**src/hdl/csim_pkg.sv**
```systemverilog
// Shared types and constants for the cosine similarity block.
package csim_pkg;

    localparam int ELEM_W     = 16;
    localparam int PROD_W     = 2 * ELEM_W;
    localparam int DOT_W      = 42;
    localparam int SQ_W       = 41;
    localparam int HALF_W     = 21;
    localparam int MUL_W      = 2 * DOT_W;
    localparam int PXY_W      = 2 * SQ_W;
    localparam int DIV_STEPS  = 30;
    localparam int SQRT_STEPS = 15;
    localparam int CNT_W      = 5;
    localparam int FIFO_DEPTH = 2;
    localparam int FIFO_AW    = 1;
    localparam int LVL_W      = 2;
    localparam int SIM_W      = 16;

    localparam logic [SIM_W-1:0] SIM_MAX = 16'h7FFF;
    localparam logic [SIM_W-1:0] Q_ONE   = 16'h8000;

    typedef struct packed {
        logic [DOT_W-1:0] dot;
        logic [SQ_W-1:0]  xsq;
        logic [SQ_W-1:0]  ysq;
    } t_sums;

    typedef enum logic [2:0] {
        ST_IDLE,
        ST_MUL,
        ST_CMP,
        ST_DIV,
        ST_SQRT,
        ST_DONE
    } t_back_state;

endpackage

```
**src/hdl/csim_front.sv**
```systemverilog
// Front part: per-pair products and the three running sums, handed on at the last pair.
module csim_front (
    input  logic                          i_clk,
    input  logic                          i_rst_n,
    input  logic                          i_in_valid,
    output logic                          o_in_stall,
    input  logic signed [csim_pkg::ELEM_W-1:0] i_x_elem,
    input  logic signed [csim_pkg::ELEM_W-1:0] i_y_elem,
    input  logic                          i_last,
    input  logic [csim_pkg::LVL_W-1:0]    i_q_level,
    output logic                          o_q_push,
    output csim_pkg::t_sums               o_q_data
);
    import csim_pkg::*;

    logic                     w_accept;
    logic signed [PROD_W-1:0] w_pxy;
    logic signed [PROD_W-1:0] w_pxx;
    logic signed [PROD_W-1:0] w_pyy;
    logic [LVL_W:0]           w_inflight;

    logic                     r_a_valid;
    logic                     r_a_last;
    logic signed [PROD_W-1:0] r_pxy;
    logic [PROD_W-2:0]        r_pxx;
    logic [PROD_W-2:0]        r_pyy;

    logic [DOT_W-1:0]         r_dot;
    logic [SQ_W-1:0]          r_xsq;
    logic [SQ_W-1:0]          r_ysq;
    logic [DOT_W-1:0]         w_dot;
    logic [SQ_W-1:0]          w_xsq;
    logic [SQ_W-1:0]          w_ysq;

    // A last item is taken only when the queue is sure to have room for its sums.
    assign w_inflight = {1'b0, i_q_level} + {{LVL_W{1'b0}}, (r_a_valid & r_a_last)};
    assign o_in_stall = (w_inflight >= (LVL_W+1)'(FIFO_DEPTH));
    assign w_accept   = i_in_valid && !o_in_stall;

    assign w_pxy = PROD_W'(i_x_elem) * PROD_W'(i_y_elem);
    assign w_pxx = PROD_W'(i_x_elem) * PROD_W'(i_x_elem);
    assign w_pyy = PROD_W'(i_y_elem) * PROD_W'(i_y_elem);

    always_ff @(posedge i_clk) begin
        if (!i_rst_n) begin
            r_a_valid <= 1'b0;
        end else begin
            r_a_valid <= w_accept;
        end
    end

    always_ff @(posedge i_clk) begin
        if (w_accept) begin
            r_a_last <= i_last;
            r_pxy    <= w_pxy;
            r_pxx    <= w_pxx[PROD_W-2:0];
            r_pyy    <= w_pyy[PROD_W-2:0];
        end
    end

    assign w_dot = r_dot + {{(DOT_W-PROD_W){r_pxy[PROD_W-1]}}, r_pxy};
    assign w_xsq = r_xsq + {{(SQ_W-PROD_W+1){1'b0}}, r_pxx};
    assign w_ysq = r_ysq + {{(SQ_W-PROD_W+1){1'b0}}, r_pyy};

    always_ff @(posedge i_clk) begin
        if (!i_rst_n) begin
            r_dot <= '0;
            r_xsq <= '0;
            r_ysq <= '0;
        end else if (r_a_valid) begin
            if (r_a_last) begin
                r_dot <= '0;
                r_xsq <= '0;
                r_ysq <= '0;
            end else begin
                r_dot <= w_dot;
                r_xsq <= w_xsq;
                r_ysq <= w_ysq;
            end
        end
    end

    assign o_q_push     = r_a_valid && r_a_last;
    assign o_q_data.dot = w_dot;
    assign o_q_data.xsq = w_xsq;
    assign o_q_data.ysq = w_ysq;

endmodule

```
**config.mk**
```make
export PLATFORM = sky130hd
export DESIGN_NAME = csim_front
export DESIGN_NICKNAME = d
export VERILOG_FILES = /design/src/hdl/csim_pkg.sv /design/src/hdl/csim_front.sv
export SDC_FILE = /design/constraint.sdc
export NUM_CORES = 2
export LEC_CHECK = 0
export ABC_AREA = 1
export BUFFER_PORTS_ARGS = -buffer_cell sky130_fd_sc_hd__buf_2
export CORE_ASPECT_RATIO = 0.6
export CORE_MARGIN = 10
export CORE_UTILIZATION = 60
export CTS_CLUSTER_DIAMETER = 200
export DETAILED_ROUTE_END_ITERATION = 8
export GPL_TIMING_DRIVEN = 0
export HOLD_SLACK_MARGIN = 0.08
export PLACE_DENSITY = 0.82
export SLEW_MARGIN = 15
export SYNTH_ARGS = -nofsm -noshare
export SYNTH_HDL_FRONTEND = slang
export SYNTH_SLANG_ARGS = --single-unit
```
**constraint.sdc**
```tcl
create_clock -name i_clk -period 9.1 [get_ports i_clk]
set_clock_uncertainty 0.15 [all_clocks]
set_input_delay 0.91 -clock i_clk [delete_from_list [all_inputs] [get_ports i_clk]]
set_output_delay 0.91 -clock i_clk [all_outputs]
set_load 0.005 [all_outputs]
```
==> results list <==
* Clock-pin slew on the worst setup and hold paths: 70 ps
* Clock latency at the later pin of the worst-skew pair: 560 ps
* # nets final: 7402
- Global-route wire length before repair: 225 mm
- After synthesis, the netlist uses 55 different library cells.
* Most Frequent Cell on Critical Path: sky130_fd_sc_hd__fa_1
* Yosys reg bits: approximately 220
- After synthesis, the most frequently instantiated cells are sky130_fd_sc_hd__nand2_1, sky130_fd_sc_hd__inv_1, sky130_fd_sc_hd__fa_1, sky130_fd_sc_hd__ha_1, sky130_fd_sc_hd__a21oi_1.
- In this run the biggest area consumer among cell types represents 32.3% of the synthesized area.
- Growth of design area from synthesis to finish: 6.32%
- Max-cap violation count: 0
- The worst setup path is captured at a flip-flop.
* Count of final hold-check violations: 0
* Synthesized area: 44800 µm²
- In the routed design, unresolved DRC markers number 0.
- Of all cell types, the one taking the most synthesized area is sky130_fd_sc_hd__fa_1.
* Initial antenna violation count: 7
* Result of the run: finished, final reports clean
- The tree is rooted in a sky130_fd_sc_hd__clkbuf_16.
* CP max stage cell: sky130_fd_sc_hd__fa_1
- The clock passes through at most 3 buffers.
- Global Route Usage Sum: 33.0%
* Buffering stage count on the worst path with inverters included: 6
* Post-DRT Antenna Nets: 0
- Counting the buffers created by CTS gives 23.
* Post-synthesis sequential area ratio: 11.8%
* Slew margin rel.: between 10% and 20%
- Pin placement for this block handled 164 I/O pins.
- The first detailed-routing pass took 8 iterations.
* List of cells traversed by the critical path: buf_2 -> clkbuf_1 -> clkbuf_1 -> nand2_1 -> fa_1 -> inv_1 -> fa_1 -> fa_1 -> fa_1 -> fa_1 -> inv_1 -> fa_1 -> inv_1 -> ha_1 -> a21oi_1 -> o21ai_0 -> a21oi_1 -> o211ai_1 -> o21ai_0 -> nand2_1
* Flop2flop setup slack: roughly 6200 ps
- TritonCTS built the clock tree.
- Yosys printed 0 warnings.
* Starting density of the core: 60.8%
- Synthesis produced a netlist with a net count of 7221.
- For this run, asynchronously set or reset flops after synthesis account for 0%.
- FMAX: 125 MHz
- The number of pins with negative max-slew slack in the final report is 0.
* Final setup TNS: 0 ps
- The routed design has 144 mm of wire.
- Routed WL per cell: 19.7 µm
* DIE AREA: 86400 µm²
* Clock sink total: 218
- Count of mapped cells out of synthesis: 6104
- Data required, critical path: 9220 ps
- Setup-failing EPs final: 0
- Routability congestion estimate from global placement: between 1 and 1.5
* Hold-fix buffer count after cts: 0
* Mean Syn Cell Area: between 7 and 8 µm²
* Detailed Route Iter0 Violations: 4628
- Layout cells sized above 1: 4.62%
- The largest single stage delay on the critical path is 850 ps.
* Core region area: 73800 µm²
* Filler cell count: 6621
- Row Count: 77
- Kind of path behind the tightest hold check: reg2reg
* Gates resized, CTS repair: 0
- Entering global routing, the biggest net connects 31 pins.
* Worst-Margin Slew: 1230 ps
- Unrepaired setup endpoints after global routing: no
- # port buffers: 153
- At the worst endpoint, the arrival time is just over 8000 ps.
* Via count of the first global-routing pass: 39600
- The most common cell in the synthesized netlist is sky130_fd_sc_hd__nand2_1.
- Type of the worst setup path: in2reg
- HPWL after detailed placement: ~120 mm
* Top FF cell, synth: sky130_fd_sc_hd__dfxtp_1
* Horizontal die dimension: about 370 µm
- Total gr overflow: 0
- Ranking of synthesized cells by area: sky130_fd_sc_hd__fa_1, sky130_fd_sc_hd__nand2_1, sky130_fd_sc_hd__inv_1
- Of the available clock period, the critical path in the final layout requires 88.0%.
* Time the final worst path needs with I/O delays and setup: 8000 ps
* Die extent in y: 232 µm
* H-tree levels: 1
* DR vias/cell: 5.44
- Broken down by cell family, the worst path's largest delay share belongs to adder cells.
- The worst setup path is launched from an input pin.
- Crit path max fanout: 10
* Number of enable flip-flop cells after synthesis: 93
- Via total after detailed routing: about 40000
- Buffer count from post-CTS setup fixing: 0
stage by stage:
| stage | instances | cell area (µm²) | util [%] | hold WS, ps | setup slack (ps) |
|---|---|---|---|---|---|
| finish | 7292 | 47700 | 64.6 | 320 | 1100 |
| global route | 7290 | 47700 | 64.6 | 334 | 1030 |
| CTS | 7288 | 47700 | 64.6 | 322 | 1500 |
| detailed placement | 7247 | 46900 | 63.6 | 310 | 925 |
| global placement | 7244 | 46800 | 63.5 | 306 | 987 |
| floorplan | 6104 | 44800 | - | 299 | 2520 |
area by class of cell:
class                           count  area, µm²  share of cell area (%)
Multi-Input combinational cell   4108      32800                    68.9
Inverter                         1625       6100                    12.8
Sequential cell                   218       5300                    11.1
Tap cell                          987       1230                    2.59
Timing Repair Buffer              156        826                    1.73
Buffer                            153        613                    1.29
Clock buffer                       25        603                    1.27
Clock inverter                     16        148                   0.310
Antenna cell                        4       10.0                  0.0210
sequential cells by signal (all words and copies together), names as in the netlist:
name / cells
r_dot: 42
r_a_last: 1
r_a_valid: 1
r_pxy: 32
r_ysq: 41
r_xsq: 41
r_pyy: 30
r_pxx: 30
routing by layer:
layer	vias up	track usage (%)	part of all wire (%)
met3	296	12.2	14
met1	18800	46.7	43
met2	2267	47.7	41
met4	6	7.37	2.7
met5	-	0.388	0.096
li1	18300	-	-
cell usage in the layout, fill, tap and decap left out, types with 125 or more instances in the layout:
master                     count
sky130_fd_sc_hd__dfxtp_1     125
sky130_fd_sc_hd__clkbuf_1    133
sky130_fd_sc_hd__ha_1        355
sky130_fd_sc_hd__a21oi_1     289
sky130_fd_sc_hd__fa_1        724
sky130_fd_sc_hd__nand3_1     196
sky130_fd_sc_hd__nor2_1      283
sky130_fd_sc_hd__buf_2       163
sky130_fd_sc_hd__inv_1      1620
sky130_fd_sc_hd__nand2_1    1702
path summary, 6_finish.rpt:
| check | endpoint | depth (start not counted) | start |
|---|---|---|---|
| setup / recovery | r_pxy[31]$_DFFE_PP_ | 20 | i_x_elem[15] |
| hold / removal | r_ysq[24]$_SDFFE_PN0P_ | 2 | r_ysq[24]$_SDFFE_PN0P_ |
| setup reg to reg | r_dot[10]$_SDFFE_PN0P_ | 11 | r_pxy[0]$_DFFE_PP_ |
| hold reg to reg | r_ysq[24]$_SDFFE_PN0P_ | 2 | r_ysq[24]$_SDFFE_PN0P_ |
worst reg2reg max path, delay by kind of cell (launching register included):
| family | cells | cell delay, ps |
|---|---|---|
| flip-flops | 1 | 400 |
| adder cells (fa/ha/maj) | 2 | 790 |
| AO/OA/AOI/OAI | 1 | 130 |
| XOR/XNOR | 1 | 430 |
| AND/OR/NAND/NOR | 7 | 950 |
kinds of logic after synthesis:
| family | synth area share, % |
|---|---|
| fa+ha+maj | 42.2 |
| simple gates | 22.7 |
| compound gates | 4.99 |
| flops | 11.8 |
| buf+inv | 15.0 |
| xor+xnor | 3.28 |
Power is left out: the tool's default activity adds up to more than one toggle a clock period on the data nets, which glitch-free logic cannot reach.
