===== src/hdl/csim_pkg.sv =====
// Shared types and constants for the cosine similarity block.
package csim_pkg;

    localparam int ELEM_W     = 16;
    localparam int PROD_W     = 2 * ELEM_W;
    localparam int DOT_W      = 42;
    localparam int SQ_W       = 41;
    localparam int HALF_W     = 21;
    localparam int MUL_W      = 2 * DOT_W;
    localparam int PXY_W      = 2 * SQ_W;
    localparam int DIV_STEPS  = 30;
    localparam int SQRT_STEPS = 15;
    localparam int CNT_W      = 5;
    localparam int FIFO_DEPTH = 2;
    localparam int FIFO_AW    = 1;
    localparam int LVL_W      = 2;
    localparam int SIM_W      = 16;

    localparam logic [SIM_W-1:0] SIM_MAX = 16'h7FFF;
    localparam logic [SIM_W-1:0] Q_ONE   = 16'h8000;

    typedef struct packed {
        logic [DOT_W-1:0] dot;
        logic [SQ_W-1:0]  xsq;
        logic [SQ_W-1:0]  ysq;
    } t_sums;

    typedef enum logic [2:0] {
        ST_IDLE,
        ST_MUL,
        ST_CMP,
        ST_DIV,
        ST_SQRT,
        ST_DONE
    } t_back_state;

endpackage


===== src/hdl/csim_back.sv =====
// Back part: squares, ratio test, restoring division and integer square root per vector.
module csim_back (
    input  logic                       i_clk,
    input  logic                       i_rst_n,
    input  logic                       i_q_empty,
    input  csim_pkg::t_sums            i_q_data,
    output logic                       o_q_pop,
    output logic                       o_out_valid,
    input  logic                       i_out_stall,
    output logic signed [csim_pkg::SIM_W-1:0] o_similarity,
    output logic                       o_zero_norm
);
    import csim_pkg::*;

    t_back_state r_state;
    t_back_state n_state;

    logic [DOT_W-1:0]  r_mag;
    logic [SQ_W-1:0]   r_xsq;
    logic [SQ_W-1:0]   r_ysq;
    logic              r_neg;
    logic              r_zero;
    logic              r_phase;
    logic [2:0]        r_k;
    logic [1:0]        r_sh;
    logic [DOT_W-1:0]  r_pp;
    logic [MUL_W-1:0]  r_acc;
    logic [MUL_W-1:0]  r_m2;
    logic [PXY_W-1:0]  r_p;
    logic [PXY_W-1:0]  r_rem;
    logic [DIV_STEPS-1:0] r_d;
    logic [SQRT_STEPS-1:0] r_root;
    logic [SQRT_STEPS+1:0] r_srem;
    logic [CNT_W-1:0]  r_cnt;
    logic [SIM_W-1:0]  r_q;
    logic              r_out_valid;
    logic [SIM_W-1:0]  r_sim;
    logic              r_zflag;

    logic [DOT_W-1:0]  w_mag;
    logic              w_zero;
    logic [DOT_W-1:0]  w_a;
    logic [DOT_W-1:0]  w_b;
    logic [HALF_W-1:0] w_a_h;
    logic [HALF_W-1:0] w_b_h;
    logic [MUL_W-1:0]  w_pp_sh;
    logic [MUL_W-1:0]  w_acc_nx;
    logic              w_sat;
    logic [PXY_W:0]    w_t;
    logic              w_div_ge;
    logic [SQRT_STEPS+3:0] w_sr;
    logic [SQRT_STEPS+3:0] w_trial;
    logic              w_sq_ge;
    logic              w_load;
    logic [SIM_W-1:0]  w_sim;

    assign w_mag  = i_q_data.dot[DOT_W-1] ? (~i_q_data.dot + DOT_W'(1)) : i_q_data.dot;
    assign w_zero = (i_q_data.xsq == '0) || (i_q_data.ysq == '0);

    // Each 42 by 42 product is built from four 21 by 21 partial products.
    assign w_a   = r_phase ? {1'b0, r_xsq} : r_mag;
    assign w_b   = r_phase ? {1'b0, r_ysq} : r_mag;
    assign w_a_h = r_k[0] ? w_a[DOT_W-1:HALF_W] : w_a[HALF_W-1:0];
    assign w_b_h = r_k[1] ? w_b[DOT_W-1:HALF_W] : w_b[HALF_W-1:0];

    always_comb begin
        case (r_sh)
            2'd0:    w_pp_sh = {{DOT_W{1'b0}}, r_pp};
            2'd1:    w_pp_sh = {{HALF_W{1'b0}}, r_pp, {HALF_W{1'b0}}};
            default: w_pp_sh = {r_pp, {DOT_W{1'b0}}};
        endcase
    end
    assign w_acc_nx = r_acc + w_pp_sh;

    // The quotient reaches one exactly when the squared dot product covers both norms.
    assign w_sat = (r_m2 >= {{(MUL_W-PXY_W){1'b0}}, r_p});

    assign w_t      = {r_rem, 1'b0};
    assign w_div_ge = (w_t >= {1'b0, r_p});

    assign w_sr    = {r_srem, r_d[DIV_STEPS-1:DIV_STEPS-2]};
    assign w_trial = {2'b00, r_root, 2'b01};
    assign w_sq_ge = (w_sr >= w_trial);

    assign w_load = !r_out_valid || !i_out_stall;

    always_comb begin
        if (r_zero) begin
            w_sim = '0;
        end else if (r_neg) begin
            w_sim = ~r_q + SIM_W'(1);
        end else if (r_q > SIM_MAX) begin
            w_sim = SIM_MAX;
        end else begin
            w_sim = r_q;
        end
    end

    always_ff @(posedge i_clk) begin
        if (!i_rst_n) begin
            r_state <= ST_IDLE;
        end else begin
            r_state <= n_state;
        end
    end

    always_comb begin
        n_state = r_state;
        o_q_pop = 1'b0;
        case (r_state)
            ST_IDLE: begin
                if (!i_q_empty) begin
                    o_q_pop = 1'b1;
                    n_state = w_zero ? ST_DONE : ST_MUL;
                end
            end
            ST_MUL: begin
                if ((r_k == 3'd4) && r_phase) begin
                    n_state = ST_CMP;
                end
            end
            ST_CMP: begin
                n_state = w_sat ? ST_DONE : ST_DIV;
            end
            ST_DIV: begin
                if (r_cnt == CNT_W'(DIV_STEPS - 1)) begin
                    n_state = ST_SQRT;
                end
            end
            ST_SQRT: begin
                if (r_cnt == CNT_W'(SQRT_STEPS - 1)) begin
                    n_state = ST_DONE;
                end
            end
            ST_DONE: begin
                if (w_load) begin
                    n_state = ST_IDLE;
                end
            end
            default: n_state = ST_IDLE;
        endcase
    end

    always_ff @(posedge i_clk) begin
        case (r_state)
            ST_IDLE: begin
                if (!i_q_empty) begin
                    r_mag   <= w_mag;
                    r_xsq   <= i_q_data.xsq;
                    r_ysq   <= i_q_data.ysq;
                    r_neg   <= i_q_data.dot[DOT_W-1];
                    r_zero  <= w_zero;
                    r_phase <= 1'b0;
                    r_k     <= '0;
                    r_acc   <= '0;
                    r_q     <= '0;
                end
            end
            ST_MUL: begin
                if (r_k != 3'd4) begin
                    r_pp <= {{HALF_W{1'b0}}, w_a_h} * {{HALF_W{1'b0}}, w_b_h};
                    r_sh <= {1'b0, r_k[0]} + {1'b0, r_k[1]};
                end
                if (r_k == 3'd4) begin
                    r_k   <= '0;
                    r_acc <= '0;
                    if (!r_phase) begin
                        r_m2    <= w_acc_nx;
                        r_phase <= 1'b1;
                    end else begin
                        r_p <= w_acc_nx[PXY_W-1:0];
                    end
                end else begin
                    r_k <= r_k + 3'd1;
                    if (r_k != 3'd0) begin
                        r_acc <= w_acc_nx;
                    end
                end
            end
            ST_CMP: begin
                r_rem  <= r_m2[PXY_W-1:0];
                r_d    <= '0;
                r_cnt  <= '0;
                r_root <= '0;
                r_srem <= '0;
                if (w_sat) begin
                    r_q <= Q_ONE;
                end
            end
            ST_DIV: begin
                r_rem <= w_div_ge ? PXY_W'(w_t - {1'b0, r_p}) : w_t[PXY_W-1:0];
                r_d   <= {r_d[DIV_STEPS-2:0], w_div_ge};
                if (r_cnt == CNT_W'(DIV_STEPS - 1)) begin
                    r_cnt <= '0;
                end else begin
                    r_cnt <= r_cnt + CNT_W'(1);
                end
            end
            ST_SQRT: begin
                r_srem <= w_sq_ge ? (SQRT_STEPS+2)'(w_sr - w_trial) : w_sr[SQRT_STEPS+1:0];
                r_root <= {r_root[SQRT_STEPS-2:0], w_sq_ge};
                r_d    <= {r_d[DIV_STEPS-3:0], 2'b00};
                r_cnt  <= r_cnt + CNT_W'(1);
                if (r_cnt == CNT_W'(SQRT_STEPS - 1)) begin
                    r_q <= {1'b0, r_root[SQRT_STEPS-2:0], w_sq_ge};
                end
            end
            default: begin
            end
        endcase
    end

    always_ff @(posedge i_clk) begin
        if (!i_rst_n) begin
            r_out_valid <= 1'b0;
        end else if ((r_state == ST_DONE) && w_load) begin
            r_out_valid <= 1'b1;
        end else if (!i_out_stall) begin
            r_out_valid <= 1'b0;
        end
    end

    always_ff @(posedge i_clk) begin
        if ((r_state == ST_DONE) && w_load) begin
            r_sim   <= w_sim;
            r_zflag <= r_zero;
        end
    end

    assign o_out_valid  = r_out_valid;
    assign o_similarity = r_sim;
    assign o_zero_norm  = r_zflag;

endmodule


===== config.mk =====
export PLATFORM = sky130hd
export DESIGN_NAME = csim_back
export DESIGN_NICKNAME = d
export VERILOG_FILES = /design/src/hdl/csim_pkg.sv /design/src/hdl/csim_back.sv
export SDC_FILE = /design/constraint.sdc
export NUM_CORES = 2
export LEC_CHECK = 0
export ABC_AREA = 1
export BUFFER_PORTS_ARGS = -buffer_cell sky130_fd_sc_hd__buf_4
export CAP_MARGIN = 30
export CORE_UTILIZATION = 53
export DETAILED_ROUTE_END_ITERATION = 12
export PLACE_DENSITY = 0.73
export SLEW_MARGIN = 10
export SYNTH_ARGS = -nofsm -noshare
export SYNTH_HDL_FRONTEND = slang
export SYNTH_SLANG_ARGS = --single-unit

===== constraint.sdc =====
create_clock -name i_clk -period 10.7 [get_ports i_clk]
set_input_delay 2.14 -clock i_clk [delete_from_list [all_inputs] [get_ports i_clk]]
set_output_delay 2.14 -clock i_clk [all_outputs]
set_load 0.02 [all_outputs]

==> flow_metrics.tcl <==
set metrics [dict create \
    post-route-period-util_pct 84.5 \
    htree_levels 3 \
    ys_top_cells_by_count "nand2_1, inv_1, nor2_1" \
    hold_class "register to register" \
    cts_sinks 610 \
    syn_inst 7460 \
    antenna_found_initial 7 \
    initial_core_util_pct 53.8 \
    drive_above_1_share_pct 4.87 \
    tns_ns 0 \
    die_y_um 330 \
    synth.distinct_cells 48 \
    final-setup-viol-count 0 \
    numPortBuffers 146 \
    drtPass1Iterations 6 \
    status "finished, final reports clean" \
    yosys.area.top_type "edfxtp_1" \
    worst_pin_slew_ns 1.04 \
    syn_nets 8372 \
    yosys-top-cells-area "edfxtp_1, fa_1, nand2_1, ha_1, inv_1" \
    wl_per_cell_um 24.1 \
    nFillCells 9754 \
    rrSetupSlack_ns 1.66 \
    crit_required_ns 11.13 \
    cts_tree "done" \
    post-route-min-period_ns 9.04 \
    postSynth.asyncResetShare_pct 0 \
    path_class "register to register" \
    worstSetupEndpoint "r_pp[40]$_DFFE_PP_" \
    r2r-end "r_pp[40]$_DFFE_PP_" \
    crit_top_cell "fa_1" \
    post-dp-hpwl_um 181000 \
    die_width_um 330 \
    grt_pass1_vias 50728 \
    clk_path_buf_depth 3 \
    max_freq_mhz 111 \
    critPathMaxFanout 26 \
    drt-total-wl_um 218000 \
    fin_skew_ns 0.0628 \
    overflow 0 \
    cts_buffers 70 \
    cts_resized 0 \
    clk_pin_slew_worst_paths_ns 0.06 \
    grt_max_degree 98 \
    ant_nets 0 \
    rsz0062_at_grt "false" \
    finalMaxSlewViolations 0 \
    syn_to_final_growth_pct 9.03 \
    vias 51898 \
    startpoint "r_phase$_DFFE_PP_" \
    coreArea_mm2 0.106 \
    post_cts_buffers 0 \
    yosysMostFrequentCell "nand2_1" \
    gp_congestion 1.08 \
    slowest_delay_ns 0.84 \
    cts_root_buf "clkbuf_16" \
    r2r_cells 28 \
    syn_area_per_cell_um2 7.64 \
    worstSetupStartpointType "register" \
    relSlewSlack_pct 29.7 \
    drc_errors 0 \
    clock_latency_ns 0.69 \
    setup.worst_path.end_class "register" \
    synth_top_area_share_pct 31.9 \
    synth-edff-count 606 \
    die_area_mm2 0.109 \
    maxCapViolations 0 \
    yosysWarnings 0 \
    netlist_area_mm2 0.0570 \
    slowest_stage "o21ai_0" \
    postCtsHoldBufs 0 \
    yosysSeqAreaShare_pct 32.1 \
    grt_usage_pct 40.0 \
    cp.arrival_ns 9.47 \
    post-route-util_pct 58.7 \
    r2r-start "r_phase$_DFFE_PP_" \
    core.rowCount 119 \
    viasPerCell 5.73 \
    grt_pass1_wl_um 317000 \
    hold_violations 0 \
    final_net_count 8512 \
    drtIter0Drc 5313 \
    ios 147 \
    ys_ff_latch 610 \
    yosys_most_used_dff "edfxtp_1" \
    whs_ns 0.488 \
]
[state kept, by name, indices dropped and copies added, names as in the netlist, 17 cells and up]
signal and flops:
r_srem 17, r_ysq 41, r_pp 42, r_acc 84, r_mag 42, r_m2 84, r_rem 82, r_p 82
r_d 30, r_xsq 41
[stage by stage]
step / instances / cell area (µm²) / worst slack (ns)
floorplan: 7460 / 57000 / 0.977
global placement: 8916 / 59700 / 1.90
detailed placement: 8916 / 59700 / 1.77
CTS: 9045 / 62000 / 1.71
global route: 9048 / 62100 / 1.15
finish: 9052 / 62100 / 1.66
[cells in the final DEF, fill, tap and decap left out, types with 77 or more instances in the layout]
| cell type | instances |
|---|---|
| xor2_1 | 101 |
| edfxtp_1 | 606 |
| o21ai_0 | 287 |
| nand4_1 | 77 |
| xnor2_1 | 81 |
| nor2_1 | 1141 |
| fa_1 | 360 |
| a21oi_1 | 430 |
| buf_4 | 210 |
| inv_1 | 1382 |
| ha_1 | 424 |
| nand3_1 | 218 |
| nand2_1 | 1776 |
[final cells by class]
cell class	count	area [µm²]	share of cell area, %
Timing Repair Buffer	213	1640	2.64
Tap cell	1391	1740	2.80
Antenna cell	4	10.0	0.0161
Sequential cell	610	18300	29.4
Multi-Input combinational cell	5303	32800	52.9
Clock inverter	52	537	0.864
Inverter	1402	5260	8.48
Clock buffer	77	1800	2.90
[worst min path at each step]
stage,slack (ns),startpoint,depth (start not counted),end
after floorplan,0.48,r_state[2]$_SDFFE_PN0P_,2,r_state[2]$_SDFFE_PN0P_
after CTS,0.49,o_out_valid$_SDFFE_PN0P_,2,o_out_valid$_SDFFE_PN0P_
final,0.49,o_out_valid$_SDFFE_PN0P_,2,o_out_valid$_SDFFE_PN0P_
after global routing,0.52,o_out_valid$_SDFFE_PN0P_,2,o_out_valid$_SDFFE_PN0P_
after detailed placement,0.49,o_out_valid$_SDFFE_PN0P_,2,o_out_valid$_SDFFE_PN0P_
after global placement,0.47,o_out_valid$_SDFFE_PN0P_,2,o_out_valid$_SDFFE_PN0P_
[cell families after synthesis]
kind of cell | after synthesis | share of synthesized area (%)
simple gates | 3368 | 23.6
compound gates | 969 | 9.20
flops | 610 | 32.1
buf+inv | 1547 | 10.4
fa+ha+maj | 784 | 22.0
xor+xnor | 182 | 2.80
[routing by layer]
metal  track usage (%)  routed length [µm]
met1              48.4               81800
met2              64.1               97900
met3              9.99               22300
met4              25.0               16100
met5                 0                  34
[critical path, delay by kind of cell, from the launching register on]
| kind | cells | cell delay, ns |
|---|---|---|
| AND/OR/NAND/NOR | 8 | 1.40 |
| XOR/XNOR | 1 | 0.15 |
| buffers and inverters | 8 | 1.76 |
| AO/OA/AOI/OAI | 3 | 1.01 |
| flip-flops | 1 | 0.39 |
| adder cells (fa/ha/maj) | 8 | 4.05 |
Power is not shown: default switching activity piles up to over one toggle a cycle in this logic, so the estimate is an artifact.
