## config.mk

```make
export PLATFORM = sky130hd
export DESIGN_NAME = csim_fifo
export DESIGN_NICKNAME = d
export VERILOG_FILES = /design/src/hdl/csim_pkg.sv /design/src/hdl/csim_fifo.sv
export SDC_FILE = /design/constraint.sdc
export NUM_CORES = 1
export LEC_CHECK = 0
export ABC_CLOCK_PERIOD_IN_PS = 7700
export BUFFER_PORTS_ARGS = -buffer_cell sky130_fd_sc_hd__buf_2
export CAP_MARGIN = 10
export CORE_MARGIN = 2
export CORE_UTILIZATION = 30
export DETAILED_ROUTE_END_ITERATION = 10
export GPL_ROUTABILITY_DRIVEN = 1
export PLACE_DENSITY = 0.57
export SETUP_SLACK_MARGIN = 0.4
export SLEW_MARGIN = 10
export SYNTH_ARGS = -nofsm -noshare
export SYNTH_HDL_FRONTEND = slang
export SYNTH_SLANG_ARGS = --single-unit
```

## constraint.sdc

```tcl
create_clock -name i_clk -period 7.7 [get_ports i_clk]
set_clock_uncertainty 0.15 [all_clocks]
set_input_delay 0.385 -clock i_clk [delete_from_list [all_inputs] [get_ports i_clk]]
set_output_delay 0.385 -clock i_clk [all_outputs]
set_load 0.05 [all_outputs]
```

## src/hdl/csim_pkg.sv

```systemverilog
// Shared types and constants for the cosine similarity block.
package csim_pkg;

    localparam int ELEM_W     = 16;
    localparam int PROD_W     = 2 * ELEM_W;
    localparam int DOT_W      = 42;
    localparam int SQ_W       = 41;
    localparam int HALF_W     = 21;
    localparam int MUL_W      = 2 * DOT_W;
    localparam int PXY_W      = 2 * SQ_W;
    localparam int DIV_STEPS  = 30;
    localparam int SQRT_STEPS = 15;
    localparam int CNT_W      = 5;
    localparam int FIFO_DEPTH = 2;
    localparam int FIFO_AW    = 1;
    localparam int LVL_W      = 2;
    localparam int SIM_W      = 16;

    localparam logic [SIM_W-1:0] SIM_MAX = 16'h7FFF;
    localparam logic [SIM_W-1:0] Q_ONE   = 16'h8000;

    typedef struct packed {
        logic [DOT_W-1:0] dot;
        logic [SQ_W-1:0]  xsq;
        logic [SQ_W-1:0]  ysq;
    } t_sums;

    typedef enum logic [2:0] {
        ST_IDLE,
        ST_MUL,
        ST_CMP,
        ST_DIV,
        ST_SQRT,
        ST_DONE
    } t_back_state;

endpackage

```

## src/hdl/csim_fifo.sv

```systemverilog
// Short queue of finished sums between the front and back parts.
module csim_fifo (
    input  logic                       i_clk,
    input  logic                       i_rst_n,
    input  logic                       i_push,
    input  csim_pkg::t_sums            i_data,
    input  logic                       i_pop,
    output csim_pkg::t_sums            o_data,
    output logic [csim_pkg::LVL_W-1:0] o_level,
    output logic                       o_empty
);
    import csim_pkg::*;

    t_sums              r_mem [FIFO_DEPTH];
    logic [FIFO_AW-1:0] r_wr_ptr;
    logic [FIFO_AW-1:0] r_rd_ptr;
    logic [LVL_W-1:0]   r_level;

    always_ff @(posedge i_clk) begin
        if (i_push) begin
            r_mem[r_wr_ptr] <= i_data;
        end
    end

    always_ff @(posedge i_clk) begin
        if (!i_rst_n) begin
            r_wr_ptr <= '0;
            r_rd_ptr <= '0;
            r_level  <= '0;
        end else begin
            if (i_push) begin
                r_wr_ptr <= r_wr_ptr + FIFO_AW'(1);
            end
            if (i_pop) begin
                r_rd_ptr <= r_rd_ptr + FIFO_AW'(1);
            end
            if (i_push && !i_pop) begin
                r_level <= r_level + LVL_W'(1);
            end else if (!i_push && i_pop) begin
                r_level <= r_level - LVL_W'(1);
            end
        end
    end

    assign o_data  = r_mem[r_rd_ptr];
    assign o_level = r_level;
    assign o_empty = (r_level == '0);

endmodule

```

==> flow_metrics.py, run 1 <==
metrics = {
    "grt": {
        "grt_pass1_vias": 5467,
        "grt.overflow.total": 0,
        "antenna_found_initial": 1,
        "globalRouteTotalUtil_pct": 11.1,
        "grt_max_degree": 66,
        "grt_pass1_wl_mm": 28.8,
    },
    "synth": {
        "yosys_warnings": 0,
        "syn_area_per_cell_um2": 23.1,
        "syn_area_um2": 9400,
        "synth.distinct_cells": 17,
        "yosysSeqAreaShare_pct": 80.3,
        "synth_nets": 536,
        "syn_inst": 407,
        "synth-seq-cells": 253,
    },
    "critical_path": {
        "critPathMaxStageDelay_ps": 790,
        "r2r_start": "r_wr_ptr",
        "crit_path_end_kind": "output port",
        "arrival_ps": 2380,
        "crit_type": "flop to output port",
        "cp_max_fo": 64,
        "path_delay_family": "buffers and inverters",
        "crit_slowest_cell": "buf_4",
        "cp.required_ps": 7160,
        "start_kind": "flop",
        "crit_chain": "buf_4 -> mux2_2 -> buf_2",
        "worstReg2RegEnd": "r_mem[1][31]",
        "reg2reg_depth": 2,
        "ff2ff_setup_slack_ps": 5080,
        "cp.buffers_inverters": 2,
    },
    "finish": {
        "diodes": 0,
        "drive_gt1_share_pct": 51.2,
        "layout-area-overhead-vs-synth_pct": 40.3,
        "layout.nets": 935,
    },
    "placement": {
        "post-dp-hpwl_mm": 11.5,
        "io_buffers": 254,
        "routabilityCongestion": 0.672,
    },
    "sta": {
        "max_slew.worst_pin.slew_ps": 1070,
        "setup-violations-final": 0,
        "period_share_pct": 37.9,
        "fin_tns_setup_ps": 0,
        "min_period_ps": 2920,
        "finalHoldViolCount": 0,
        "relSlewSlack_pct": 28.8,
        "drv_slew": 0,
        "clock.fmax_mhz": 343,
        "rsz0062_at_grt": "no",
    },
    "clock_network": {
        "post_cts_buffers": 0,
        "cts.path.max_buffers": 3,
        "clock_latency_ps": 520,
        "cts_buffers": 27,
        "cts_sinks": 253,
        "cts-root-buf": "clkbuf_16",
        "cts-resized-gates": 0,
        "path_clk_slew_ps": 60,
        "cts_tree": "yes",
        "htree_levels": 1,
    },
    "floorplan": {
        "die_h_um": 181,
        "die-area_um2": 32800,
        "start_util_pct": 30.6,
        "ios": 255,
        "row_count": 64,
        "dieWidth_um": 181,
        "core_area_um2": 30700,
    },
    "min_path": {
        "min_path_type": "primary input to flop",
        "min_from": "i_push",
        "min_to": "r_wr_ptr",
        "hold-path-cell-count": 3,
    },
    "run": {
        "cap_violations": 0,
    },
    "route": {
        "route.detailed.drc": 0,
        "dr_total_vias": 5102,
        "wirelength_mm": 18.7,
        "wl_per_cell_um": 15.3,
        "final_antenna_net_count": 0,
        "first_pass_iters": 4,
        "vias_per_cell": 4.18,
        "drtIter0Drc": 206,
    },
    "power_and_ir_drop": {
        "p_leak_nw": 5.08,
        "ir_drop_uv": 233,
        "switching_share_pct": 26.0,
        "p_int_w": 0.00254,
        "clkPwrFrac_pct": 35.7,
        "power_w": 0.00343,
        "p_switching_w": 0.000891,
        "pwr-share-comb_pct": 17.3,
        "share_seq_of_total_power_pct": 47.0,
        "p_per_area_nw_per_um2": 260,
    },
    "status": {
        "status": "finished clean",
    },
}
==> metal layers <==
layer,wire length [µm],GRT usage [%],vias to the layer above
li1,-,-,2421
met1,7770,13.5,2447
met2,8750,18.4,194
met3,1570,3.99,38
met4,548,3.25,2
met5,13,0,-
==> placed cells by master (no fill, tap or decap), types with 2 or more instances in the layout <==
cell type      Yosys  final
and2_1             4      3
buf_2              6    254
buf_4              0      5
bufinv_16          0      3
clkbuf_1           0      7
clkbuf_16          0     27
clkinv_1           0      5
clkinv_2           0      6
dfxtp_1            5      4
dlygate4sd3_1      0    125
edfxtp_1         248    248
mux2_2            64     64
mux2_4            60     60
xor2_1             2      2
==> sequential cells by signal (all words and copies together), names as in the netlist, named ones only <==
name and count:
r_mem 248, o_level 2, r_rd_ptr 1, r_wr_ptr 1
==> cell usage after synthesis <==
| library cell | n | area [µm²] |
|---|---|---|
| ha_1 | 1 | 12.5 |
| o21a_1 | 1 | 7.51 |
| mux2_2 | 64 | 721 |
| dfxtp_1 | 5 | 100 |
| buf_6 | 8 | 90.1 |
| nor2_1 | 1 | 3.75 |
| edfxtp_1 | 248 | 7450 |
| mux2_4 | 60 | 901 |
| buf_2 | 6 | 30.0 |
| nor2b_1 | 2 | 12.5 |
| inv_1 | 1 | 3.75 |
| xor2_1 | 2 | 17.5 |
| and2_1 | 4 | 25.0 |
| or3_1 | 1 | 6.26 |
| o21ai_0 | 1 | 5.00 |
| a21boi_0 | 1 | 7.51 |
| xnor2_1 | 1 | 8.76 |
==> layout make-up <==
class / instances / area [µm²]
multi-input combinational: 139 / 1740
timing repair buffer: 384 / 2560
clock inverter: 14 / 139
inverter: 1 / 3.75
tap: 396 / 495
clock buffer: 34 / 702
fill: 2766 / 17600
sequential: 253 / 7550
==> kinds of logic after synthesis <==
family / synth area share (%)
buffers and inverters: 1.32
DFF: 80.3
AOI/OAI and AO/OA: 0.213
xor gates and xnor gates: 0.280
muxes: 17.3
and+or+nand+nor: 0.506
adders and majority gates: 0.133
==> how the worst max path moves through the flow <==
stage                     depth (start not counted)  slack (ps)            to    from
after floorplan                                   1        1130   r_mem[0][0]  i_push
after global placement                            3        4930   r_mem[1][0]  i_push
after detailed placement                          3        4950  r_mem[1][31]  i_push
after CTS                                         3        4710    o_data[16]    flop
after global routing                              3        4630    o_data[16]    flop
final                                             3        4780    o_data[16]    flop
==> worst min-delay path, cell delays in order <==
cell and delay (ps):
buf_2 120, nor2b_1 50, o21a_1 150
==> stage by stage <==
step | instances | instance area (µm²) | hold WS, ps | setup slack [ps] | utilization, %
after CTS | 1221 | 13200 | 44.6 | 4710 | 42.9
after global placement | 1048 | 11100 | 359 | 4930 | 36.1
after floorplan | 407 | 9400 | 334 | 1130 | -
after global routing | 1221 | 13200 | 65.4 | 4630 | 42.9
after detailed placement | 1048 | 11100 | 380 | 4950 | 36.1
final | 1221 | 13200 | 76.5 | 4780 | 42.9
==> power groups by stage <==
stage | clock (W) | combinational (W) | sequential, W
floorplan | 0 | 0.000416 | 0.00165
global placement | 0 | 0.000549 | 0.00164
detailed placement | 0 | 0.000551 | 0.00164
CTS | 0.00127 | 0.000603 | 0.00161
global route | 0.00132 | 0.000626 | 0.00162
finish | 0.00122 | 0.000594 | 0.00161
==> repair_timing <==
| item | CTS | global route |
|---|---|---|
| hold endpoints to repair | 253 | 0 |
| setup endpoints to repair | 0 | 0 |
| hold buffers | 125 | 0 |
(Power assumes the default switching activity.)
==> run 2, diff against run 1 <==
--- a/config.mk
+++ b/config.mk
@@ -5,7 +5,7 @@
 export SDC_FILE = /design/constraint.sdc
 export NUM_CORES = 1
 export LEC_CHECK = 0
-export ABC_CLOCK_PERIOD_IN_PS = 7700
+export ABC_CLOCK_PERIOD_IN_PS = 2800
 export BUFFER_PORTS_ARGS = -buffer_cell sky130_fd_sc_hd__buf_2
 export CAP_MARGIN = 10
 export CORE_MARGIN = 2
==> constraint.sdc (replaced) <==
create_clock -name i_clk -period 2.8 [get_ports i_clk]
set_clock_uncertainty 0.15 [all_clocks]
set_input_delay 0.14 -clock i_clk [delete_from_list [all_inputs] [get_ports i_clk]]
set_output_delay 0.14 -clock i_clk [all_outputs]
set_load 0.05 [all_outputs]
==> run 2 against run 1 <==
Against the previous run: routed wire length up 8.1%; worst setup slack worse by 4200 ps; non-clock buffer count up 8; first-iteration DRC count up 15%; hold slack better by 110 ps; utilization up 0.49 points; critical path depth unchanged; critical endpoint is now o_data[27].
==> flow_metrics.py, run 2 (same netlist as run 1, synthesis figures left out) <==
metrics = {
    "status": {
        "status": "finished clean",
    },
    "critical_path": {
        "worstReg2RegEnd": "r_wr_ptr",
        "arrival_ps": 1930,
        "start_kind": "flop",
        "r2r_start": "r_wr_ptr",
        "ff2ff_setup_slack_ps": 990,
        "cp_max_fo": 47,
        "cp.required_ps": 2510,
        "reg2reg_depth": 4,
        "crit_type": "flop to output port",
        "crit_path_end_kind": "output port",
        "cp-endpoint": "o_data[27]",
    },
    "finish": {
        "final_common_cell": "buf_2",
        "layout_common_cells": "254 x buf_2, 248 x edfxtp_1, 128 x dlygate4sd3_1, 64 x mux2_2, 60 x mux2_4",
        "fillers": 2768,
        "layout-area-overhead-vs-synth_pct": 41.9,
        "finish.utilization_pct": 43.4,
        "top_register": "r_mem",
        "layout.nets": 943,
        "drive_gt1_share_pct": 51.6,
        "diodes": 0,
        "largest_reg_flops": 248,
    },
    "grt": {
        "grt.overflow.total": 0,
        "antenna_found_initial": 0,
        "globalRouteTotalUtil_pct": 11.7,
        "grt_max_degree": 83,
        "grt_pass1_vias": 5492,
        "grt_pass1_wl_mm": 30.1,
    },
    "min_path": {
        "min_path_type": "primary input to flop",
    },
    "clock_network": {
        "cts-root-buf": "clkbuf_16",
        "clock_latency_ps": 510,
        "cts_buffers": 27,
        "cts_sinks": 253,
        "path_clk_slew_ps": 60,
        "htree_levels": 1,
        "cts_tree": "yes",
        "cts.path.max_buffers": 3,
    },
    "route": {
        "wirelength_mm": 20.2,
        "route.detailed.drc": 0,
        "first_pass_iters": 4,
        "wl_per_cell_um": 16.4,
        "vias_per_cell": 4.22,
        "final_antenna_net_count": 0,
        "drtIter0Drc": 236,
        "dr_total_vias": 5190,
    },
    "sta": {
        "rsz0062_at_grt": "no",
        "max_slew.worst_pin.slew_ps": 648,
        "hold_slack_ps": 186,
        "finalHoldViolCount": 0,
        "fin_tns_setup_ps": 0,
        "drv_slew": 0,
        "relSlewSlack_pct": 56.8,
        "setup-violations-final": 0,
        "clock.fmax_mhz": 450,
        "setup_slack_ps": 579,
        "period_share_pct": 79.3,
        "min_period_ps": 2220,
    },
    "floorplan": {
        "core_area_um2": 30700,
        "dieWidth_um": 181,
        "start_util_pct": 30.6,
        "die_h_um": 181,
        "ios": 255,
        "row_count": 64,
        "die-area_um2": 32800,
    },
    "power_and_ir_drop": {
        "p_per_area_nw_per_um2": 706,
        "ir_drop_uv": 456,
        "p_leak_nw": 5.14,
    },
    "placement": {
        "post-place-ws_ps": 931,
        "post-dp-hpwl_mm": 12.0,
        "io_buffers": 254,
        "routabilityCongestion": 0.745,
    },
    "run": {
        "cap_violations": 0,
    },
}
==> run 2: cell count changes in the layout (fill, tap and decap cells not counted), sizes merged <==
cell and change:
dlygate4sd3 +3, bufinv -2, clkinv -1, clkbuf +5
buf +4
==> run 2: cell type report <==
class / instances / area [µm²] / share of cell area [%]
sequential: 253 / 7550 / 56.6
timing repair buffer: 392 / 2720 / 20.4
multi-input combinational: 139 / 1740 / 13.0
clock buffer: 38 / 747 / 5.60
tap: 396 / 495 / 3.71
clock inverter: 11 / 80.1 / 0.600
inverter: 1 / 3.75 / 0.0281
==> run 2: timing repair <==
item / CTS / global route
setup endpoints to repair: 32 / 63
cloned: 0 / 1
setup buffers: 0 / 3
hold buffers: 128 / 0
gates resized for setup: 1 / 1
endpoints found under the hold margin: 253 / 0
==> run 2: worst max-delay path, stage by stage (launching register included) <==
cell,delay (ps)
dfxtp_4,460
buf_16,290
mux2_2,400
buf_2,220
==> run 2: where the power goes <==
part	switching (W)	internal, W	leakage, nW	total, W
Combinational	0.00108	0.000592	2.36	0.00167
Clock	0.00137	0.00194	0.410	0.00331
Sequential	0.0000567	0.00438	2.37	0.00444
Total	0.00251	0.00691	5.14	0.00942
==> run 2: worst min-delay path by stage <==
| stage | slack [ps] | startpoint | endpoint | cells after the start |
|---|---|---|---|---|
| global placement | 180 | i_data[31] | r_mem[0][31] | 1 |
| detailed placement | 180 | i_data[36] | r_mem[1][36] | 1 |
| floorplan | 90 | i_data[0] | r_mem[0][0] | 0 |
| finish | 190 | i_data[82] | r_mem[1][82] | 2 |
| CTS | 150 | i_data[75] | r_mem[0][75] | 2 |
| global route | 160 | i_data[24] | r_mem[0][24] | 2 |
==> run 2: metal layers <==
layer  routed length, µm  share of wire (%)  GRT usage [%]  vias up
met5                   0                  0              0        -
met4                 412                2.0           3.41        0
li1                    -                  -              -     2434
met2                9630                 48           19.2      193
met3                1440                7.1           3.12       35
met1                8680                 43           15.2     2528
==> run 2: per-stage QoR <==
stage          cells  total power, W  area [µm²]
2_1_floorplan    407         0.00566        9410
3_3_place_gp    1049         0.00602       11200
3_5_place_dp    1049         0.00603       11200
4_1_cts         1226         0.00953       13300
5_1_grt         1230         0.00978       13300
6_report        1230         0.00942       13300
==> run 3, diff against run 2 <==
--- a/config.mk
+++ b/config.mk
@@ -5,14 +5,15 @@
 export SDC_FILE = /design/constraint.sdc
 export NUM_CORES = 1
 export LEC_CHECK = 0
-export ABC_CLOCK_PERIOD_IN_PS = 2800
+export ABC_AREA = 1
+export ABC_CLOCK_PERIOD_IN_PS = 1990
 export BUFFER_PORTS_ARGS = -buffer_cell sky130_fd_sc_hd__buf_2
 export CAP_MARGIN = 10
 export CORE_MARGIN = 2
 export CORE_UTILIZATION = 30
 export DETAILED_ROUTE_END_ITERATION = 10
 export GPL_ROUTABILITY_DRIVEN = 1
-export PLACE_DENSITY = 0.57
+export PLACE_DENSITY = 0.58
 export SETUP_SLACK_MARGIN = 0.4
 export SLEW_MARGIN = 10
 export SYNTH_ARGS = -nofsm -noshare
==> constraint.sdc (replaced) <==
create_clock -name i_clk -period 1.99 [get_ports i_clk]
set_clock_uncertainty 0.15 [all_clocks]
set_input_delay 0.0995 -clock i_clk [delete_from_list [all_inputs] [get_ports i_clk]]
set_output_delay 0.0995 -clock i_clk [all_outputs]
set_load 0.05 [all_outputs]
==> run 3 against run 2 <==
Against the previous run: the flow now finishes with violations (setup timing); non-clock buffer count increased by 29; via count increased by 4.5%; sequential share of layout area decreased by 5.7 points; worst setup slack got worse by 650 ps; first-iteration DRC count decreased by 14%; combinational power increased by 62%; cell area increased by 11%; total power increased by 45%; routed wire length increased by 13%; global-route usage increased by 1.1 points.
==> flow_metrics.py, run 3 <==
metrics = {
    "status": {
        "status": "complete, but fails checks",
        "violations": "setup timing",
    },
    "power_and_ir_drop": {
        "p_leak_nw": 5.79,
        "ir_drop_uv": 680,
        "power_w": 0.0137,
        "p_per_area_nw_per_um2": 924,
    },
    "clock_network": {
        "cts-root-buf": "clkbuf_16",
        "cts_tree": "yes",
        "path_clk_slew_ps": 60,
        "cts_sinks": 253,
        "cts_buffers": 28,
        "clock_latency_ps": 530,
        "htree_levels": 1,
        "cts.path.max_buffers": 3,
    },
    "synth": {
        "yosysTopAreaCellShare_pct": 79.1,
        "syn_area_per_cell_um2": 22.4,
        "async_flop_share_pct": 0,
        "synth_mux_area_share_pct": 17.2,
        "ys.flop_type": "edfxtp_1",
        "synthAdderAreaFrac_pct": 0.133,
        "synth_nets": 549,
        "yosys_warnings": 0,
        "synthXorXnorAreaFrac_pct": 0,
        "synth_compound_area_share_pct": 0.106,
        "synthTopCellsByCount": "248 x edfxtp_1, 64 x mux2_2, 60 x mux2_4",
        "synth-edff-count": 248,
        "synth.distinct_cells": 14,
        "synthSimpleGateAreaFrac_pct": 0.758,
        "synthTopCellsByArea": "edfxtp_1 79%, mux2_4 9.6%, mux2_2 7.7%",
        "yosysMostFrequentCell": "edfxtp_1",
        "synth_top_family_by_area": "multiplexers",
        "syn_area_um2": 9410,
        "yosysSeqAreaShare_pct": 80.2,
        "syn_inst": 420,
        "synth_area_leader_cell": "edfxtp_1",
        "synth-seq-cells": 253,
    },
    "finish": {
        "layout.nets": 986,
        "largest_reg_flops": 248,
        "diodes": 0,
        "drive_gt1_share_pct": 52.1,
        "final_common_cell": "edfxtp_1",
        "stdcell_count": 1273,
        "layout-area-overhead-vs-synth_pct": 57.5,
        "layout_common_cells": "248 x edfxtp_1, 130 x buf_2, 128 x dlygate4sd3_1, 83 x buf_6, 76 x mux2_4",
        "top_register": "r_mem",
    },
    "floorplan": {
        "ios": 255,
        "die_h_um": 181,
        "start_util_pct": 30.6,
        "die-area_um2": 32800,
        "row_count": 64,
        "dieWidth_um": 181,
        "core_area_um2": 30700,
    },
    "route": {
        "wl_per_cell_um": 17.9,
        "route.detailed.drc": 0,
        "vias_per_cell": 4.26,
        "dr_total_vias": 5423,
        "wirelength_mm": 22.8,
        "final_antenna_net_count": 0,
        "drtIter0Drc": 204,
        "first_pass_iters": 4,
    },
    "min_path": {
        "min_path_type": "primary input to flop",
        "min_to": "r_mem[0][54]",
        "min_from": "i_data[54]",
        "hold-path-cell-count": 2,
    },
    "critical_path": {
        "ff2ff_setup_slack_ps": 580,
        "cp_max_fo": 6,
        "r2r_start": "r_wr_ptr",
        "crit_path_end_kind": "output port",
        "crit_type": "flop to output port",
        "cp.required_ps": 1740,
        "start_kind": "flop",
        "worstReg2RegEnd": "r_mem[1][112]",
        "arrival_ps": 1810,
        "reg2reg_depth": 4,
    },
    "grt": {
        "grt.overflow.total": 0,
        "grt_max_degree": 70,
        "grt_pass1_vias": 5843,
        "grt_pass1_wl_mm": 32.7,
        "antenna_found_initial": 0,
        "globalRouteTotalUtil_pct": 12.8,
    },
    "sta": {
        "clock.fmax_mhz": 484,
        "setup-violations-final": 97,
        "rsz0062_at_grt": "yes",
        "period_share_pct": 104,
        "relSlewSlack_pct": 71.5,
        "setup_slack_ps": -74.3,
        "fin_tns_setup_ps": -3400,
        "drv_slew": 0,
        "hold_slack_ps": 134,
        "min_period_ps": 2060,
        "max_slew.worst_pin.slew_ps": 427,
        "finalHoldViolCount": 0,
    },
    "placement": {
        "io_buffers": 254,
        "placedCellCount": 1063,
        "post-dp-hpwl_mm": 11.9,
        "routabilityCongestion": 0.739,
    },
    "run": {
        "cap_violations": 0,
    },
}
[run 3: report_power, final]
group / switching [W] / total (W) / internal [W]
registers: 0.0000743 / 0.00625 / 0.00617
logic: 0.00150 / 0.00271 / 0.00121
clock network: 0.00196 / 0.00475 / 0.00278
[run 3: cells by family (layout without fill, tap and decap cells)]
group,after synthesis,count (layout)
AO/OA/AOI/OAI,2,2
adder cells (fa/ha/maj),1,1
buffers and inverters,22,479
flip-flops,253,253
multiplexers,124,124
AND/OR/NAND/NOR,18,18
[run 3: worst max path at each step]
| stage | to | slack (ps) | depth (start not counted) |
|---|---|---|---|
| final | o_data[5] | -70 | 5 |
| after global routing | o_data[5] | -160 | 5 |
| after CTS | o_data[2] | -120 | 4 |
| after detailed placement | o_data[2] | 360 | 3 |
| after global placement | o_data[5] | 380 | 3 |
| after floorplan | r_mem[1][0] | -790 | 2 |
[run 3: timing repair]
| action | CTS | global route |
|---|---|---|
| cloned | 11 | 5 |
| hold buffers | 129 | 1 |
| endpoints found under the hold margin | 258 | 2 |
| gates resized for setup | 267 | 10 |
| setup buffers | 13 | 2 |
| setup endpoints to repair | 124 | 176 |
[run 3: per-stage QoR]
step / utilization, % / setup slack, ps / instance area [µm²]
4_1_cts: 47.6 / -120 / 14600
3_5_place_dp: 36.4 / 362 / 11200
5_1_grt: 48.2 / -155 / 14800
2_1_floorplan: - / -786 / 9430
3_3_place_gp: 36.4 / 375 / 11200
6_report: 48.2 / -74.3 / 14800
[run 3: worst max-delay path, cell delays in order, from the launching register on]
cell and delay [ps]:
dfxtp_4 390, buf_12 160, buf_8 120, buf_16 130
mux2_4 330, buf_8 160
[run 3: routing by layer]
layer / track usage, % / vias up / share of wire, %
met3: 3.43 / 35 / 6.4
met2: 22.7 / 182 / 50
met5: 0 / - / 0
met1: 15.4 / 2672 / 41
met4: 3.61 / 0 / 2.1
li1: - / 2534 / -
[run 3: area by class of cell]
type,count,area [µm²]
Fill cell,2582,15900
Sequential cell,253,7550
Timing Repair Buffer,421,4110
Multi-Input combinational cell,145,1790
Clock buffer,38,759
Tap cell,396,495
Clock inverter,12,85.1
Inverter,8,33.8
